<file path="config.mk">
export PLATFORM = sky130hd
export DESIGN_NAME = stc_cross_eval
export DESIGN_NICKNAME = d
export VERILOG_FILES = /design/src/stc_cross_eval.sv
export SDC_FILE = /design/constraint.sdc
export NUM_CORES = 2
export LEC_CHECK = 0
export ABC_AREA = 1
export BUFFER_PORTS_ARGS = -buffer_cell sky130_fd_sc_hd__buf_2
export CAP_MARGIN = 30
export CORE_MARGIN = 4
export CORE_UTILIZATION = 40
export CTS_CLUSTER_SIZE = 20
export DETAILED_ROUTE_END_ITERATION = 16
export SKIP_LAST_GASP = 1
export SYNTH_ARGS = -nofsm -noshare
export SYNTH_HDL_FRONTEND = slang
export SYNTH_SLANG_ARGS = --single-unit
</file>
<file path="constraint.sdc">
create_clock -name clk -period 20.2 [get_ports clk]
set_input_delay 1.01 -clock clk [delete_from_list [all_inputs] [get_ports clk]]
set_output_delay 1.01 -clock clk [all_outputs]
set_load 0.02 [all_outputs]
</file>
<file path="src/stc_cross_eval.sv">
// ----------------------------------------------------------------------------
// stc_cross_eval
// Two-stage crossing evaluator: cross products and bounding-box checks in the
// first stage, signs and the crossing decision in the second.
// ----------------------------------------------------------------------------
module stc_cross_eval #(
  parameter int COORD_BITS = 12
) (
  input  logic                         clk,
  input  logic                         rst,
  input  logic                         start,
  input  logic signed [COORD_BITS-1:0] ax,
  input  logic signed [COORD_BITS-1:0] ay,
  input  logic signed [COORD_BITS-1:0] bx,
  input  logic signed [COORD_BITS-1:0] by,
  input  logic signed [COORD_BITS-1:0] cx,
  input  logic signed [COORD_BITS-1:0] cy,
  input  logic signed [COORD_BITS-1:0] dx,
  input  logic signed [COORD_BITS-1:0] dy,
  output logic                         done,
  output logic                         crossing
);

  localparam int DW = COORD_BITS + 1;
  localparam int PW = 2 * DW;
  localparam int XW = PW + 1;

  logic signed [DW-1:0] ba_x, ba_y, ca_x, ca_y, da_x, da_y;
  logic signed [DW-1:0] dc_x, dc_y, ac_x, ac_y, bc_x, bc_y;
  logic                 c_in_ab, d_in_ab, a_in_cd, b_in_cd;

  logic signed [PW-1:0] prod [8];
  logic                 box_q [4];
  logic                 stage1_valid;

  logic signed [XW-1:0] x1, x2, x3, x4;
  logic                 proper, touch;

  always_comb begin
    ba_x = DW'(bx) - DW'(ax);
    ba_y = DW'(by) - DW'(ay);
    ca_x = DW'(cx) - DW'(ax);
    ca_y = DW'(cy) - DW'(ay);
    da_x = DW'(dx) - DW'(ax);
    da_y = DW'(dy) - DW'(ay);
    dc_x = DW'(dx) - DW'(cx);
    dc_y = DW'(dy) - DW'(cy);
    ac_x = DW'(ax) - DW'(cx);
    ac_y = DW'(ay) - DW'(cy);
    bc_x = DW'(bx) - DW'(cx);
    bc_y = DW'(by) - DW'(cy);
    // A collinear point lies on a segment exactly when it sits in its bounding box
    c_in_ab = ((cx >= ax && cx <= bx) || (cx >= bx && cx <= ax)) &&
              ((cy >= ay && cy <= by) || (cy >= by && cy <= ay));
    d_in_ab = ((dx >= ax && dx <= bx) || (dx >= bx && dx <= ax)) &&
              ((dy >= ay && dy <= by) || (dy >= by && dy <= ay));
    a_in_cd = ((ax >= cx && ax <= dx) || (ax >= dx && ax <= cx)) &&
              ((ay >= cy && ay <= dy) || (ay >= dy && ay <= cy));
    b_in_cd = ((bx >= cx && bx <= dx) || (bx >= dx && bx <= cx)) &&
              ((by >= cy && by <= dy) || (by >= dy && by <= cy));
  end

  always_ff @(posedge clk) begin
    if (start) begin
      prod[0]  <= ba_x * ca_y;
      prod[1]  <= ba_y * ca_x;
      prod[2]  <= ba_x * da_y;
      prod[3]  <= ba_y * da_x;
      prod[4]  <= dc_x * ac_y;
      prod[5]  <= dc_y * ac_x;
      prod[6]  <= dc_x * bc_y;
      prod[7]  <= dc_y * bc_x;
      box_q[0] <= c_in_ab;
      box_q[1] <= d_in_ab;
      box_q[2] <= a_in_cd;
      box_q[3] <= b_in_cd;
    end
  end

  always_comb begin
    x3 = XW'(prod[0]) - XW'(prod[1]);
    x4 = XW'(prod[2]) - XW'(prod[3]);
    x1 = XW'(prod[4]) - XW'(prod[5]);
    x2 = XW'(prod[6]) - XW'(prod[7]);
    proper = (((x1 > 0) && (x2 < 0)) || ((x1 < 0) && (x2 > 0))) &&
             (((x3 > 0) && (x4 < 0)) || ((x3 < 0) && (x4 > 0)));
    touch  = ((x3 == 0) && box_q[0]) || ((x4 == 0) && box_q[1]) ||
             ((x1 == 0) && box_q[2]) || ((x2 == 0) && box_q[3]);
  end

  always_ff @(posedge clk) begin
    if (stage1_valid) begin
      crossing <= proper || touch;
    end
  end

  always_ff @(posedge clk) begin
    if (rst) begin
      stage1_valid <= 1'b0;
      done         <= 1'b0;
    end else begin
      stage1_valid <= start;
      done         <= stage1_valid;
    end
  end

endmodule

</file>
# ---- Yosys cells after proc, flatten, opt, wreduce, memory -nomap -nowiden
# Memory sizes are Yosys's and may differ from the RTL's.
# Index checks and enable logic that the tools add are counted.
dict set report op_classes {
  addsub 16
  n_mul 8
  magnitude_cmp 40
  muxes 2
  reduce_logical 47
}
# cell n
set op_table {}
lappend op_table {{$mul 13x13->26} 8}
lappend op_table {{$ge 12x12->1} 16}
lappend op_table {{$le 12x12->1} 16}
lappend op_table {{$sub 12x12->13} 12}
lappend op_table {{$logic_not 32->1} 4}
lappend op_table {{$gt 27x1->1 const B} 4}
lappend op_table {{$lt 27x1->1 const B} 4}
lappend op_table {{$sub 26x26->27} 4}
lappend op_table {{$logic_and 1x1->1} 29}
lappend op_table {{$logic_or 1x1->1} 14}
lappend op_table {{$mux 1} 2}
dict set report word_totals {
  reg_bits 3
  mem_bits_rw 212
  in_bits 99
  out_inout_bits 2
  elab_cells 118
  memories 2
}
# name words width rd rd_ports_with_merged_regs wr line
set memory_table {}
lappend memory_table {prod 8 26 8 0 8 32} ;# logic signed [PW-1:0] prod [8];
lappend memory_table {box_q 4 1 4 0 4 33} ;# logic box_q [4];

# ---- Logic depth before layout (Yosys ltp)
dict set report logic_depth {
  ltp_word 7
  depth_mapped 38
  mapped_depth_nobuf 37
}

# ---- Least setup slack after synthesis
# No wires, ideal clock.
dict set report synth_timing {
  kind {in2reg}
  start {input port bx[0]}
  end {memory prod[0][72] (netlist name), data pin}
  setup_time_ns 0.259
  arrival_ns 7.417
  required_time_ns 19.941
  setup_slack_ns 12.524
  cell_stages 31
  path_buffers 1
  path_cell_list {inv_1 ha_1 fa_1 o21ai_1 a21oi_1 or2_1 nand2_1 a21oi_1 or2_0 nand2_1 buf_2 nor2_1 fa_1 inv_1 fa_1 inv_1 fa_1 fa_1 fa_1 inv_1 fa_1 inv_1 ha_1 nand2_1 o21ai_0 a211oi_1 o21ai_0 a21boi_0 o21ai_0 nand2_1 nand2_1}
}
# element line
set synth_rtl {}
lappend synth_rtl {{from (decl)} 14} ;# input logic signed [COORD_BITS-1:0] bx,
lappend synth_rtl {{to (decl)} 32}

==> implementation parameters <==
Parameter                              Value

Die
  Die area    188000 um2
  Initial standard-cell utilization of the core    40.4%
  Die Ht    about 430 um
  Placeable core area    179000 um2
  Die width    434 um
  Number of top-level pins    101
  # rows    155

Logic synthesis
  Commonest cells in the synthesized netlist    sky130_fd_sc_hd__inv_1 (2262), sky130_fd_sc_hd__nand2_1 (1910), sky130_fd_sc_hd__fa_1 (1312)
  Post-Synthesis Cells    just over 9000
  Synth warnings    0
  Cell type with the highest aggregate area in the netlist    sky130_fd_sc_hd__fa_1
  Adder and majority cell fraction of the synthesized area    50.2%
  Basic-gate share of the synthesized area counting and, or, nand and nor cells    between 10% and 20%
  Top cells by area in the synthesized netlist    sky130_fd_sc_hd__fa_1 (36%), sky130_fd_sc_hd__ha_1 (14%), sky130_fd_sc_hd__inv_1 (12%), sky130_fd_sc_hd__nand2_1 (9.9%), sky130_fd_sc_hd__edfxtp_1 (8.8%)
  Complex-gate fraction of the synthesized area    5.62%
  Sequential element share of the synthesized area    8.88%
  Netlist cell types    67
  Syn Area/Cell    7.94 um2
  Number of enable flip-flop cells after synthesis    213
  Library cell with the highest instance count after synthesis    sky130_fd_sc_hd__inv_1
  Portion of netlist area occupied by mux cells    0%
  Prevailing post-synth register cell    sky130_fd_sc_hd__edfxtp_1
  Area fraction of the dominant cell type after synthesis    36.3%
  Post-synth design cell area    72500 um2
  Xor/xnor cell area share of the yosys netlist    4.13%
  Share of flip-flops with an asynchronous set or reset    0%
  Main combinational cell family by area after synthesis    adder cells
  Syn_nets    11349
  Synth Register Bits    around 220

Routing
  Routed length per instance    21.5 um
  Routed Wire Length    roughly 250000 um
  Via density    around 5.2
  Count of vias placed by the detailed router    between 50000 and 60000
  Antenna violation net count after detailed routing    0
  Detailed-routing iteration count for the pre-antenna-repair pass    6
  Residual DRC    0
  Count of routing violations after the opening detailed-route iteration    around 4700

Global routing
  Initial antenna violation count    23
  GRT Util Overall    ~27%
  Number of global-route vias before repair    62435
  Wire length of the first global-routing pass    381000 um
  Pin count of the biggest net entering global routing    149
  Leftover overflow at the end of global routing    0

Place
  Global placement routability congestion    0.983
  Dpl hpwl    215000 um
  Count of input and output buffers    100
  Cell Count Post-Placement    about 12000
  Area after detailed placement    76000 um2

Finish
  Final cell utilization of the core    42.9%
  Final-stage net count    11414
  Area of all placed cells without fillers    76900 um2
  Post-route insts no fill    approximately 12000
  Layout-stage area growth over the synthesis result    6.20%
  Fraction of final layout cells with drive strength greater than 1    3.88%

Clocking
  Num Clock Sinks    215
  TritonCTS clock tree    built
  Number of buffers inserted for hold repair after clock tree synthesis    0
  Total CTS buffers    29
  H-tree level count    1
  CTS max path bufs    3
  Buffers inserted during post-CTS setup optimization    0
  Clock slew at the register clock pins of the worst setup and hold paths    0.06 ns
  Post-CTS resize count    0
  Clock latency at the later pin of the worst-skew pair    between 0.6 and 0.7 ns
  Cell chosen for the clock root    sky130_fd_sc_hd__clkbuf_16

STA
  Clock tree skew after final layout    0.0308 ns
  Setup repair after global routing missed its margin    false
  Relative slew slack    26.9%
  Setup violators final    0
  Transition time at the pin with the least slew margin    1.10 ns
  Maximum achievable frequency    112 MHz
  Total negative slack    0 ns
  Ratio of final minimum period to clock period    44.0%
  Final-report hold violation count    0
  Fin crit period    8.89 ns
  Max-slew violation count    0

Worst setup path
  Launching point of the worst reg2reg path    prod[0][90]$_DFFE_PP_
  CP max-delay cell    sky130_fd_sc_hd__o21ai_1
  Startpoint types    input port
  Worst stage delay on the critical path    0.76 ns
  Setup slack on the worst flop-to-flop path    16.36 ns
  Largest fanout on the critical path    17
  Worst r2r dst    crossing$_DFFE_PP_
  Crit Path Class    input port to flop
  Number of cells on the worst reg-to-reg path    17
  CP Capture Type    flop
  Cell mode on critical path    sky130_fd_sc_hd__fa_1
  CP required    20.58 ns
  Crit path arrival time    9.27 ns

Min path
  Endpoint of the worst hold-timing path    done$_SDFF_PP0_
  Hold path startpoint    stage1_valid$_SDFF_PP0_
  Hold path cells    2
  Class of the tightest hold or removal check    flop to flop

Run status
  Result of the run    completed

Flow run
  Count of maximum capacitance violations    0
-- flip-flops by register name, summed over array words and instances (netlist names) --
name	flops
crossing	1
prod	208
stage1_valid	1
done	1
box_q	4
-- final cells by class --
type,instances,area [um2]
clock inverters,18,180
diodes,13,32.5
repair buffers,181,1130
clock buffers,36,752
inverters,2298,8630
flip-flops and latches,215,6440
well taps,2355,2950
fillers,18162,102000
multi-input cells,6470,56800
-- logic make-up after synthesis --
kind of cell,after synthesis
simple gates,3305
fa+ha+maj,2120
compound gates,717
buf+inv,2445
flops,215
xor+xnor,328
-- routing by layer --
metal  track usage (%)  wire, um  part of all wire (%)  vias to the layer above
met5                 0         0                     0                        -
met1              35.8    104000                    42                    29586
met3              3.92     17500                   7.1                      457
met4              13.7     14900                   6.0                        0
met2              42.7    112000                    45                     2186
li1                  -         -                     -                    27549
-- critical path, delay by kind of cell --
| family | cells | cell delay [ns] |
|---|---|---|
| adders and majority gates | 9 | 4.02 |
| AOI/OAI and AO/OA | 7 | 2.09 |
| and+or+nand+nor | 6 | 1.29 |
| buffers and inverters | 6 | 0.85 |
-- metrics by stage --
stage          hold slack [ns]  setup WS, ns
4_1_cts                  0.444         11.45
3_3_place_gp             0.440         10.91
5_1_grt                  0.470         10.89
3_5_place_dp             0.434         10.83
6_report                 0.438         11.31
2_1_floorplan            0.409         12.52
-- placed cells by master, fill, tap and decap left out, types with 99 or more instances in the layout --
master                     netlist  routed
sky130_fd_sc_hd__edfxtp_1      213     213
sky130_fd_sc_hd__nor2_1        924     924
sky130_fd_sc_hd__inv_1        2262    2262
sky130_fd_sc_hd__ha_1          808     808
sky130_fd_sc_hd__nand3_1       235     235
sky130_fd_sc_hd__a21oi_1       398     398
sky130_fd_sc_hd__fa_1         1312    1312
sky130_fd_sc_hd__xor2_1        191     185
sky130_fd_sc_hd__buf_2          32      99
sky130_fd_sc_hd__o21ai_0       120     120
sky130_fd_sc_hd__nand2_1      1910    1910
sky130_fd_sc_hd__xnor2_1       124     120
-- worst max-delay path by stage --
| stage | startpoint | end | slack [ns] | cells after the start |
|---|---|---|---|---|
| 6_report | bx[0] | prod[0][72]$_DFFE_PP_ | 11.31 | 28 |
| 5_1_grt | cy[1] | prod[1][48]$_DFFE_PP_ | 10.89 | 34 |
| 4_1_cts | ax[0] | prod[0][72]$_DFFE_PP_ | 11.45 | 27 |
| 3_5_place_dp | ax[0] | prod[0][72]$_DFFE_PP_ | 10.83 | 27 |
| 3_3_place_gp | dx[0] | prod[1][23]$_DFFE_PP_ | 10.91 | 31 |
| 2_1_floorplan | bx[0] | prod[0][72]$_DFFE_PP_ | 12.52 | 31 |
Power is not shown: default switching activity piles up to over one toggle a cycle in this logic, so the estimate is an artifact.
